`src/hdl/ggnt_pkg.sv`:
```
// Shared constants and types for the greedy geographic neighbour table.
`timescale 1ns / 1ps
package ggnt_pkg;

  localparam int MAX_NEIGHBORS = 16;
  localparam int ADDR_W        = (MAX_NEIGHBORS > 1) ? $clog2(MAX_NEIGHBORS) : 1;
  localparam int CNT_W         = $clog2(MAX_NEIGHBORS + 1);

  localparam int ID_W    = 8;
  localparam int COORD_W = 16;
  localparam int HELLO_W = 16;
  localparam int SQ_W    = 2 * COORD_W;
  localparam int DIST_W  = SQ_W + 1;

  localparam int CFG_IDX_W  = 2;
  localparam int CFG_DATA_W = COORD_W;

  localparam logic [CFG_IDX_W-1:0] REG_OWN_X = 2'd0;
  localparam logic [CFG_IDX_W-1:0] REG_OWN_Y = 2'd1;

  localparam logic OP_UPDATE = 1'b0;
  localparam logic OP_QUERY  = 1'b1;

  typedef struct packed {
    logic [ID_W-1:0]           id;
    logic signed [COORD_W-1:0] x;
    logic signed [COORD_W-1:0] y;
    logic [HELLO_W-1:0]        hellos;
  } entry_t;

  // Slot travelling down the distance pipeline: own position or a stored entry.
  typedef struct packed {
    logic            vld;
    logic            own;
    logic [ID_W-1:0] id;
  } tag_t;

endpackage

```
`src/hdl/ggnt_if.sv`:
```
// Valid/ready channel interfaces for update/query items and result items.
`timescale 1ns / 1ps
interface ggnt_in_if;
  logic               valid;
  logic               ready;
  logic               op;
  logic [7:0]         neighbor_id;
  logic signed [15:0] pos_x;
  logic signed [15:0] pos_y;

  modport source (output valid, op, neighbor_id, pos_x, pos_y, input ready);
  modport sink   (input valid, op, neighbor_id, pos_x, pos_y, output ready);
endinterface

interface ggnt_out_if;
  logic        valid;
  logic        ready;
  logic [7:0]  next_hop;
  logic        hop_found;
  logic        new_neighbor;
  logic        table_full;
  logic [15:0] hello_count;

  modport source (output valid, next_hop, hop_found, new_neighbor, table_full,
                  hello_count, input ready);
  modport sink   (input valid, next_hop, hop_found, new_neighbor, table_full,
                  hello_count, output ready);
endinterface

```
`src/hdl/greedy_geo_neighbor_table_unit.sv`:
```
// Top level: neighbour table memory, scan sequencer and result register.
// Items are handled one at a time: a new item is taken only once the last one has left
// the finish step, after the one-read-per-cycle scan of the table memory and the
// three-stage distance pipeline have drained; an unread output register holds it there.
// A result waiting in the output register does not stop the next item being taken.
// Reset empties the table (entry count zero) and clears own_x and own_y to zero.
`timescale 1ns / 1ps
module greedy_geo_neighbor_table_unit (
  input  logic                                clk_i,
  input  logic                                rst_ni,
  input  logic                                cfg_we_i,
  input  logic [ggnt_pkg::CFG_IDX_W-1:0]      cfg_idx_i,
  input  logic [ggnt_pkg::CFG_DATA_W-1:0]     cfg_data_i,
  ggnt_in_if.sink                             in_i,
  ggnt_out_if.source                          out_o
);
  import ggnt_pkg::*;

  localparam logic [1:0] ST_IDLE   = 2'd0;
  localparam logic [1:0] ST_SCAN   = 2'd1;
  localparam logic [1:0] ST_DRAIN  = 2'd2;
  localparam logic [1:0] ST_FINISH = 2'd3;

  logic [1:0]                state_q, state_d;
  logic signed [COORD_W-1:0] own_x_q, own_y_q;
  logic [CNT_W-1:0]          cnt_q;
  logic [CNT_W-1:0]          iss_q;
  logic [CNT_W-1:0]          iss_m1;

  logic                      item_op_q;
  logic [ID_W-1:0]           item_id_q;
  logic signed [COORD_W-1:0] item_x_q, item_y_q;

  entry_t                    mem [MAX_NEIGHBORS];
  entry_t                    rdata_q;
  entry_t                    wr_data;
  logic                      rd_en, wr_en;
  logic [ADDR_W-1:0]         rd_addr, wr_addr;

  logic                      p1_vld_q, p1_own_q;
  logic [ADDR_W-1:0]         p1_idx_q;
  tag_t                      tag;
  logic signed [COORD_W-1:0] ent_x, ent_y;
  logic                      dist_busy;
  logic [ID_W-1:0]           best_hop;
  logic                      best_found;

  logic                      match_q;
  logic [ADDR_W-1:0]         match_idx_q;
  logic [HELLO_W-1:0]        match_hel_q;
  logic [HELLO_W-1:0]        hel_inc;

  logic                      in_acc, out_load;
  logic                      out_vld_q;
  logic [ID_W-1:0]           out_hop_q;
  logic                      out_found_q, out_new_q, out_full_q;
  logic [HELLO_W-1:0]        out_hel_q;
  logic                      room;

  assign in_i.ready = (state_q == ST_IDLE);
  assign in_acc     = in_i.valid & in_i.ready;
  assign out_load   = (state_q == ST_FINISH) & (~out_vld_q | out_o.ready);
  assign room       = (cnt_q < CNT_W'(MAX_NEIGHBORS));

  // Configuration registers
  always_ff @(posedge clk_i or negedge rst_ni) begin
    if (!rst_ni) begin
      own_x_q <= '0;
      own_y_q <= '0;
    end else if (cfg_we_i) begin
      unique case (cfg_idx_i)
        REG_OWN_X: own_x_q <= cfg_data_i;
        REG_OWN_Y: own_y_q <= cfg_data_i;
        default: ;
      endcase
    end
  end

  // Sequencer
  always_comb begin
    state_d = state_q;
    unique case (state_q)
      ST_IDLE:   if (in_acc) state_d = ST_SCAN;
      ST_SCAN:   if (iss_q == cnt_q) state_d = ST_DRAIN;
      ST_DRAIN:  if (!p1_vld_q && !dist_busy) state_d = ST_FINISH;
      ST_FINISH: if (out_load) state_d = ST_IDLE;
      default:   state_d = ST_IDLE;
    endcase
  end

  always_ff @(posedge clk_i or negedge rst_ni) begin
    if (!rst_ni) begin
      state_q  <= ST_IDLE;
      iss_q    <= '0;
      p1_vld_q <= 1'b0;
      match_q  <= 1'b0;
      cnt_q    <= '0;
    end else begin
      state_q  <= state_d;
      p1_vld_q <= (state_q == ST_SCAN);
      if (in_acc) begin
        iss_q   <= '0;
        match_q <= 1'b0;
      end else if (state_q == ST_SCAN) begin
        iss_q <= iss_q + 1'b1;
      end
      if (p1_vld_q && !p1_own_q && rdata_q.id == item_id_q) match_q <= 1'b1;
      if (out_load && item_op_q == OP_UPDATE && !match_q && room) cnt_q <= cnt_q + 1'b1;
    end
  end

  always_ff @(posedge clk_i) begin
    if (in_acc) begin
      item_op_q <= in_i.op;
      item_id_q <= in_i.neighbor_id;
      item_x_q  <= in_i.pos_x;
      item_y_q  <= in_i.pos_y;
    end
    p1_own_q <= (iss_q == '0);
    p1_idx_q <= rd_addr;
    if (p1_vld_q && !p1_own_q && rdata_q.id == item_id_q) begin
      match_idx_q <= p1_idx_q;
      match_hel_q <= rdata_q.hellos;
    end
  end

  // Table memory: slot zero of a scan is own position, slot k reads entry k-1
  assign iss_m1  = iss_q - 1'b1;
  assign rd_addr = iss_m1[ADDR_W-1:0];
  assign rd_en   = (state_q == ST_SCAN) && (iss_q != '0);

  assign hel_inc        = (match_hel_q == '1) ? match_hel_q : match_hel_q + 1'b1;
  assign wr_en          = out_load && item_op_q == OP_UPDATE && (match_q || room);
  assign wr_addr        = match_q ? match_idx_q : cnt_q[ADDR_W-1:0];
  assign wr_data.id     = item_id_q;
  assign wr_data.x      = item_x_q;
  assign wr_data.y      = item_y_q;
  assign wr_data.hellos = match_q ? hel_inc : HELLO_W'(1);

  always_ff @(posedge clk_i) begin
    if (wr_en) mem[wr_addr] <= wr_data;
    if (rd_en) rdata_q <= mem[rd_addr];
  end

  assign tag.vld = p1_vld_q;
  assign tag.own = p1_own_q;
  assign tag.id  = rdata_q.id;
  assign ent_x   = p1_own_q ? own_x_q : rdata_q.x;
  assign ent_y   = p1_own_q ? own_y_q : rdata_q.y;

  ggnt_dist u_dist (
    .clk_i    (clk_i),
    .rst_ni   (rst_ni),
    .tag_i    (tag),
    .ent_x_i  (ent_x),
    .ent_y_i  (ent_y),
    .sink_x_i (item_x_q),
    .sink_y_i (item_y_q),
    .busy_o   (dist_busy),
    .hop_o    (best_hop),
    .found_o  (best_found)
  );

  // Output register
  always_ff @(posedge clk_i or negedge rst_ni) begin
    if (!rst_ni) begin
      out_vld_q <= 1'b0;
    end else if (out_load) begin
      out_vld_q <= 1'b1;
    end else if (out_o.ready) begin
      out_vld_q <= 1'b0;
    end
  end

  always_ff @(posedge clk_i) begin
    if (out_load) begin
      if (item_op_q == OP_QUERY) begin
        out_hop_q   <= best_found ? best_hop : '0;
        out_found_q <= best_found;
        out_new_q   <= 1'b0;
        out_full_q  <= 1'b0;
        out_hel_q   <= '0;
      end else begin
        out_hop_q   <= '0;
        out_found_q <= 1'b0;
        out_new_q   <= !match_q && room;
        out_full_q  <= !match_q && !room;
        out_hel_q   <= match_q ? hel_inc : (room ? HELLO_W'(1) : '0);
      end
    end
  end

  assign out_o.valid        = out_vld_q;
  assign out_o.next_hop     = out_hop_q;
  assign out_o.hop_found    = out_found_q;
  assign out_o.new_neighbor = out_new_q;
  assign out_o.table_full   = out_full_q;
  assign out_o.hello_count  = out_hel_q;

  a_cnt_bound: assert property (@(posedge clk_i) disable iff (!rst_ni)
    cnt_q <= CNT_W'(MAX_NEIGHBORS))
    else $error("entry count beyond table depth");

  a_cnt_new: assert property (@(posedge clk_i) disable iff (!rst_ni)
    !$stable(cnt_q) |-> (out_vld_q && out_new_q))
    else $error("entry count moved without a new neighbour result");

  a_finish_empty: assert property (@(posedge clk_i) disable iff (!rst_ni)
    (state_q == ST_FINISH) |-> (!p1_vld_q && !dist_busy))
    else $error("decision taken with scan still in flight");

  a_out_from_finish: assert property (@(posedge clk_i) disable iff (!rst_ni)
    $rose(out_vld_q) |-> ($past(state_q) == ST_FINISH))
    else $error("result raised outside the finish step");

endmodule

```
`src/hdl/ggnt_dist.sv`:
```
// Three-stage squared-distance pipeline with running best-neighbour selection.
`timescale 1ns / 1ps
module ggnt_dist (
  input  logic                               clk_i,
  input  logic                               rst_ni,
  input  ggnt_pkg::tag_t                     tag_i,
  input  logic signed [ggnt_pkg::COORD_W-1:0] ent_x_i,
  input  logic signed [ggnt_pkg::COORD_W-1:0] ent_y_i,
  input  logic signed [ggnt_pkg::COORD_W-1:0] sink_x_i,
  input  logic signed [ggnt_pkg::COORD_W-1:0] sink_y_i,
  output logic                               busy_o,
  output logic [ggnt_pkg::ID_W-1:0]          hop_o,
  output logic                               found_o
);
  import ggnt_pkg::*;

  logic signed [COORD_W:0] dx, dy, ndx, ndy;
  logic [COORD_W-1:0]      ax_d, ay_d;
  logic [COORD_W-1:0]      pa_ax_q, pa_ay_q;
  logic                    pa_vld_q, pa_own_q;
  logic [ID_W-1:0]         pa_id_q;
  logic [SQ_W-1:0]         sq_x_d, sq_y_d, pb_sqx_q, pb_sqy_q;
  logic                    pb_vld_q, pb_own_q;
  logic [ID_W-1:0]         pb_id_q;
  logic [DIST_W-1:0]       sum_sq;
  logic [DIST_W-1:0]       best_q;
  logic [ID_W-1:0]         hop_q;
  logic                    found_q;

  // Stage A: absolute coordinate differences
  always_comb begin
    dx   = {sink_x_i[COORD_W-1], sink_x_i} - {ent_x_i[COORD_W-1], ent_x_i};
    dy   = {sink_y_i[COORD_W-1], sink_y_i} - {ent_y_i[COORD_W-1], ent_y_i};
    ndx  = -dx;
    ndy  = -dy;
    ax_d = dx[COORD_W] ? ndx[COORD_W-1:0] : dx[COORD_W-1:0];
    ay_d = dy[COORD_W] ? ndy[COORD_W-1:0] : dy[COORD_W-1:0];
  end

  // Stage B: squares
  assign sq_x_d = {{COORD_W{1'b0}}, pa_ax_q} * {{COORD_W{1'b0}}, pa_ax_q};
  assign sq_y_d = {{COORD_W{1'b0}}, pa_ay_q} * {{COORD_W{1'b0}}, pa_ay_q};

  // Stage C: sum and compare
  assign sum_sq = {1'b0, pb_sqx_q} + {1'b0, pb_sqy_q};

  always_ff @(posedge clk_i or negedge rst_ni) begin
    if (!rst_ni) begin
      pa_vld_q <= 1'b0;
      pb_vld_q <= 1'b0;
    end else begin
      pa_vld_q <= tag_i.vld;
      pb_vld_q <= pa_vld_q;
    end
  end

  always_ff @(posedge clk_i) begin
    pa_ax_q  <= ax_d;
    pa_ay_q  <= ay_d;
    pa_own_q <= tag_i.own;
    pa_id_q  <= tag_i.id;
    pb_sqx_q <= sq_x_d;
    pb_sqy_q <= sq_y_d;
    pb_own_q <= pa_own_q;
    pb_id_q  <= pa_id_q;
    if (pb_vld_q) begin
      // own position arrives first and seeds the bar to beat
      if (pb_own_q) begin
        best_q  <= sum_sq;
        hop_q   <= '0;
        found_q <= 1'b0;
      end else if (sum_sq < best_q) begin
        best_q  <= sum_sq;
        hop_q   <= pb_id_q;
        found_q <= 1'b1;
      end
    end
  end

  assign busy_o  = pa_vld_q | pb_vld_q;
  assign hop_o   = hop_q;
  assign found_o = found_q;

endmodule

```
`src/flat_wrapper.sv`:
```
// flat-port wrapper written by rule: the top's interface ports become plain ports
module greedy_geo_neighbor_table_unit_flat import ggnt_pkg::*;
  (clk_i, rst_ni, cfg_we_i, cfg_idx_i, cfg_data_i, in_i_valid, in_i_op, in_i_neighbor_id, in_i_pos_x, in_i_pos_y, in_i_ready, out_o_valid, out_o_next_hop, out_o_hop_found, out_o_new_neighbor, out_o_table_full, out_o_hello_count, out_o_ready);
  ggnt_in_if in_i_i ();
  ggnt_out_if out_o_i ();
  input  logic clk_i;
  input  logic rst_ni;
  input  logic cfg_we_i;
  input  logic [ggnt_pkg::CFG_IDX_W-1:0] cfg_idx_i;
  input  logic [ggnt_pkg::CFG_DATA_W-1:0] cfg_data_i;
  input wire logic [$bits(in_i_i.valid)-1:0] in_i_valid;
  input wire logic [$bits(in_i_i.op)-1:0] in_i_op;
  input wire logic [$bits(in_i_i.neighbor_id)-1:0] in_i_neighbor_id;
  input wire logic [$bits(in_i_i.pos_x)-1:0] in_i_pos_x;
  input wire logic [$bits(in_i_i.pos_y)-1:0] in_i_pos_y;
  output wire logic [$bits(in_i_i.ready)-1:0] in_i_ready;
  output wire logic [$bits(out_o_i.valid)-1:0] out_o_valid;
  output wire logic [$bits(out_o_i.next_hop)-1:0] out_o_next_hop;
  output wire logic [$bits(out_o_i.hop_found)-1:0] out_o_hop_found;
  output wire logic [$bits(out_o_i.new_neighbor)-1:0] out_o_new_neighbor;
  output wire logic [$bits(out_o_i.table_full)-1:0] out_o_table_full;
  output wire logic [$bits(out_o_i.hello_count)-1:0] out_o_hello_count;
  input wire logic [$bits(out_o_i.ready)-1:0] out_o_ready;
  assign in_i_i.valid = in_i_valid;
  assign in_i_i.op = in_i_op;
  assign in_i_i.neighbor_id = in_i_neighbor_id;
  assign in_i_i.pos_x = in_i_pos_x;
  assign in_i_i.pos_y = in_i_pos_y;
  assign in_i_ready = in_i_i.ready;
  assign out_o_valid = out_o_i.valid;
  assign out_o_next_hop = out_o_i.next_hop;
  assign out_o_hop_found = out_o_i.hop_found;
  assign out_o_new_neighbor = out_o_i.new_neighbor;
  assign out_o_table_full = out_o_i.table_full;
  assign out_o_hello_count = out_o_i.hello_count;
  assign out_o_i.ready = out_o_ready;
  greedy_geo_neighbor_table_unit u_core (.clk_i(clk_i), .rst_ni(rst_ni), .cfg_we_i(cfg_we_i), .cfg_idx_i(cfg_idx_i), .cfg_data_i(cfg_data_i), .in_i(in_i_i), .out_o(out_o_i));
endmodule
```
`config.mk`:
```
export PLATFORM = sky130hd
export DESIGN_NAME = greedy_geo_neighbor_table_unit_flat
export DESIGN_NICKNAME = d
export VERILOG_FILES = /design/src/hdl/ggnt_pkg.sv /design/src/hdl/ggnt_if.sv /design/src/hdl/greedy_geo_neighbor_table_unit.sv /design/src/hdl/ggnt_dist.sv /design/src/flat_wrapper.sv
export SDC_FILE = /design/constraint.sdc
export NUM_CORES = 2
export LEC_CHECK = 0
export ABC_AREA = 1
export BUFFER_PORTS_ARGS = -buffer_cell sky130_fd_sc_hd__buf_2
export CAP_MARGIN = 5
export CORE_MARGIN = 8
export CORE_UTILIZATION = 41
export DETAILED_ROUTE_END_ITERATION = 12
export PLACE_DENSITY = 0.6
export SLEW_MARGIN = 5
export SYNTH_ARGS = -nofsm -noshare
export SYNTH_HDL_FRONTEND = slang
export SYNTH_HIERARCHICAL = 1
export SYNTH_SLANG_ARGS = --single-unit
export TNS_END_PERCENT = 100
```
`constraint.sdc`:
```
create_clock -name clk_i -period 9.7 [get_ports clk_i]
set_input_delay 0.97 -clock clk_i [delete_from_list [all_inputs] [get_ports clk_i]]
set_output_delay 0.97 -clock clk_i [all_outputs]
set_load 0.005 [all_outputs]
```
==> results by group <==
STA
  – Fin crit share: 0.620
  – Worst slew margin: 0.173
  – Skew final: 0.0301 ns
  – F_max: approximately 0.17 GHz
  – Setup TNS: 0 ns
  – Slew @ Worst Pin: about 1.2 ns
  – Max-slew violations: 0
  – Minimum clock period: ~6 ns
  – Final setup fails: 0
  – RSZ-0062 raised after global routing: no
  – Fin. Hold Viols: 0

Synth
  – Synth async-reset ratio: 0.0393
  – Top FF cell, synth: edfxtp_1
  – Post-synthesis instance total: between 6000 and 7000
  – Post-synth EDFFs: between 1000 and 1500
  – Area share of the largest cell type after synthesis: 0.490
  – Post-synth cell types: 53
  – Synth top area cells: edfxtp_1, fa_1, ha_1
  – Post-Syn Nets: ~7000
  – Area leader, netlist: edfxtp_1
  – Yosys warnings: 6
  – Synth Register Bits: 1248
  – Seq/Total Area, Yosys: 0.544
  – Post-Syn Area: ~0.066 mm2
  – Syn Area/Cell: 10.6 um2

CTS
  – Clock-pin slew on the worst setup and hold paths: 0.06 ns
  – Root buf cell: clkbuf_16
  – Post-cts resize count: 0
  – Post-CTS Setup Inserts: 0
  – CTS buffer count: approximately 140
  – H-tree depth: 4
  – TritonCTS clock tree: done
  – Worst-Skew Late Latency: ~0.8 ns
  – Sink Count: around 1200
  – Max Root-Sink Buffers: 3
  – Post-CTS Hold Buffers: 0

Route
  – First-pass DRT Iterations: 5
  – DRC: 0
  – Vias: approximately 44000
  – Routed vias/inst: 5.15
  – DR WL/cell: around 20 um
  – Remaining antenna violation count: 0
  – 1st-iter DRT viols: 3400
  – Final WL: about 170000 um

Hold path
  – Hold Path Class: reg2reg
  – Hold depth: 0
  – Min-delay src: u_core/u_dist/pa_id_q[5]$_DFF_P_
  – Hold Path Sink: u_core/u_dist/pb_id_q[5]$_DFF_P_

Worst setup path
  – Worst Setup Path Type: reg2reg
  – Startpoint types: register
  – Required @ worst endpoint: between 10 and 15 ns
  – Crit Reg-Reg Endpoint: u_core/u_dist/pb_sqy_q[30]$_DFF_P_
  – Worst setup EP type: register
  – Reg-to-Reg Start: u_core/u_dist/pa_ay_q[4]$_DFF_P_
  – CP Data Arrival Time: between 6 and 7 ns
  – Crit-path max FO: 17
  – R2R Setup Slk: between 3 and 4 ns
  – R2r worst-path depth: 20

Status
  – Status: finished clean

Run
  – Max Cap Viol: 0

Layout
  – Layout cells sized above 1: 0.0655
  – Layout area overhead: 10.8%
  – Final nets: 6970

Global routing
  – Vias in the first global route: roughly 44000
  – Total gr overflow: 0
  – First-pass GRT wire length: around 260000 um
  – Largest net degree at the start of global routing: about 200
  – GRT Resource Usage Total: 0.191
  – Initial antenna violation count: 9

Die
  – Rows: ~150
  – Die X: ~420 um
  – Die height: between 400 and 500 um
  – Core Box Area: between 0.15 and 0.2 mm2
  – Starting Density: 0.413
  – Die ar.: 0.175 mm2
  – Io pins: a little over 90

Place
  – HPWL Detailed: 105000 um
  – GP Congestion: approximately 0.85
  – Number of port buffers: 92
## cells by family (layout without fill, tap and decap cells)
group,count (synthesis),count (layout),synth area share
xor+xnor,151,151,0.0203
simple gates,2090,2090,0.127
other cells,0,5,0
compound gates,973,973,0.0844
flops,1248,1248,0.544
mux,1,1,0.000170
fa+ha+maj,640,640,0.158
buf+inv,1147,1276,0.0666
## critical path: stages (launching register included)
cell and delay, ns:
dfxtp_1 0.79, nand2_1 0.18, fa_1 0.59, fa_1 0.56, inv_1 0.05, fa_1 0.52, fa_1 0.45, fa_1 0.55
inv_1 0.06, fa_1 0.53, inv_1 0.04, ha_1 0.38, nand2_1 0.13, nor2_1 0.15, inv_1 0.06, o21ai_0 0.32
nand2_1 0.08, nand3_1 0.16, nand2_1 0.08, nand3_1 0.08, xor2_1 0.15
## final cells by class
type	count	area, um2
Fill cell	14800	87100
Sequential cell	1248	36100
Multi-Input combinational cell	3855	26000
Clock buffer	197	3820
Inverter	884	3330
Tap cell	2160	2700
Timing Repair Buffer	142	848
Clock inverter	53	658
Antenna cell	5	12.5
## per-layer routing
metal	global-route usage	routed length, um	vias to the layer above
met4	0.0643	5470	4
met3	0.0334	9970	286
met2	0.318	82100	1180
met1	0.254	72700	21700
met5	0	28	-
li1	-	-	20800
## flip-flops by register name (all words and copies together) (netlist names), 4 cells and up
signal                    flops
u_core/u_dist/pb_sqy_q       31
u_core/match_idx_q            4
u_core/u_dist/best_q         33
u_core/item_x_q              16
u_core/u_dist/pa_ax_q        16
u_core/u_dist/hop_o           8
u_core/u_dist/pb_id_q         8
u_core/u_dist/pa_ay_q        16
u_core/mem                  896
u_core/p1_idx_q               4
u_core/own_x_q               16
u_core/cnt_q                  5
u_core/out_o.hello_count     16
u_core/rdata_q               56
u_core/own_y_q               16
u_core/item_id_q              8
u_core/match_hel_q           16
u_core/iss_q                  5
u_core/u_dist/pb_sqx_q       31
u_core/out_o.next_hop         8
u_core/item_y_q              16
u_core/u_dist/pa_id_q         8
## synthesized netlist by cell type (all sizes together) (82+ instances only)
| cell | number |
|---|---|
| inv | 882 |
| clkbuf | 181 |
| nand3 | 227 |
| a21oi | 142 |
| nand2 | 887 |
| o21ai | 539 |
| fa | 328 |
| edfxtp | 1082 |
| buf | 82 |
| xor2 | 104 |
| ha | 312 |
| o211ai | 230 |
| dfxtp | 117 |
| nor2 | 889 |
## per-stage QoR
step                      utilization  worst slack, ns  std cells  hold WS [ns]  cell area [um2]
final                           0.458             3.69       8544         0.326            73500
after global routing            0.458             3.33       8542         0.325            73500
after CTS                       0.458             3.70       8539         0.298            73500
after floorplan                     -             3.71       6250         0.310            66300
after global placement          0.430             3.73       8289         0.313            69000
after detailed placement        0.430             3.72       8289         0.314            69000
## layout by cell type (no fill, tap or decap), drive strengths merged, types with 142 or more instances in the layout
master and n:
a21oi 142, buf 142, clkbuf 197, edfxtp 1082, fa 328, ha 312, inv 888, nand2 887
nand3 227, nor2 889, o211ai 230, o21ai 539
## how the worst max path moves through the flow
stage	endpoint	cells after the start	from
after detailed placement	u_core/u_dist/pb_sqy_q[29]$_DFF_P_	23	u_core/u_dist/pa_ay_q[9]$_DFF_P_
final	u_core/u_dist/pb_sqy_q[30]$_DFF_P_	20	u_core/u_dist/pa_ay_q[4]$_DFF_P_
after floorplan	u_core/u_dist/best_q[0]$_DFFE_PP_	16	u_core/u_dist/pb_sqx_q[3]$_DFF_P_
after global placement	u_core/u_dist/pb_sqy_q[29]$_DFF_P_	22	u_core/u_dist/pa_ay_q[4]$_DFF_P_
after CTS	u_core/u_dist/pb_sqy_q[30]$_DFF_P_	20	u_core/u_dist/pa_ay_q[4]$_DFF_P_
after global routing	u_core/u_dist/pb_sqy_q[29]$_DFF_P_	23	u_core/u_dist/pa_ay_q[9]$_DFF_P_
Power is not shown: default switching activity piles up to over one toggle a cycle in this logic, so the estimate is an artifact.
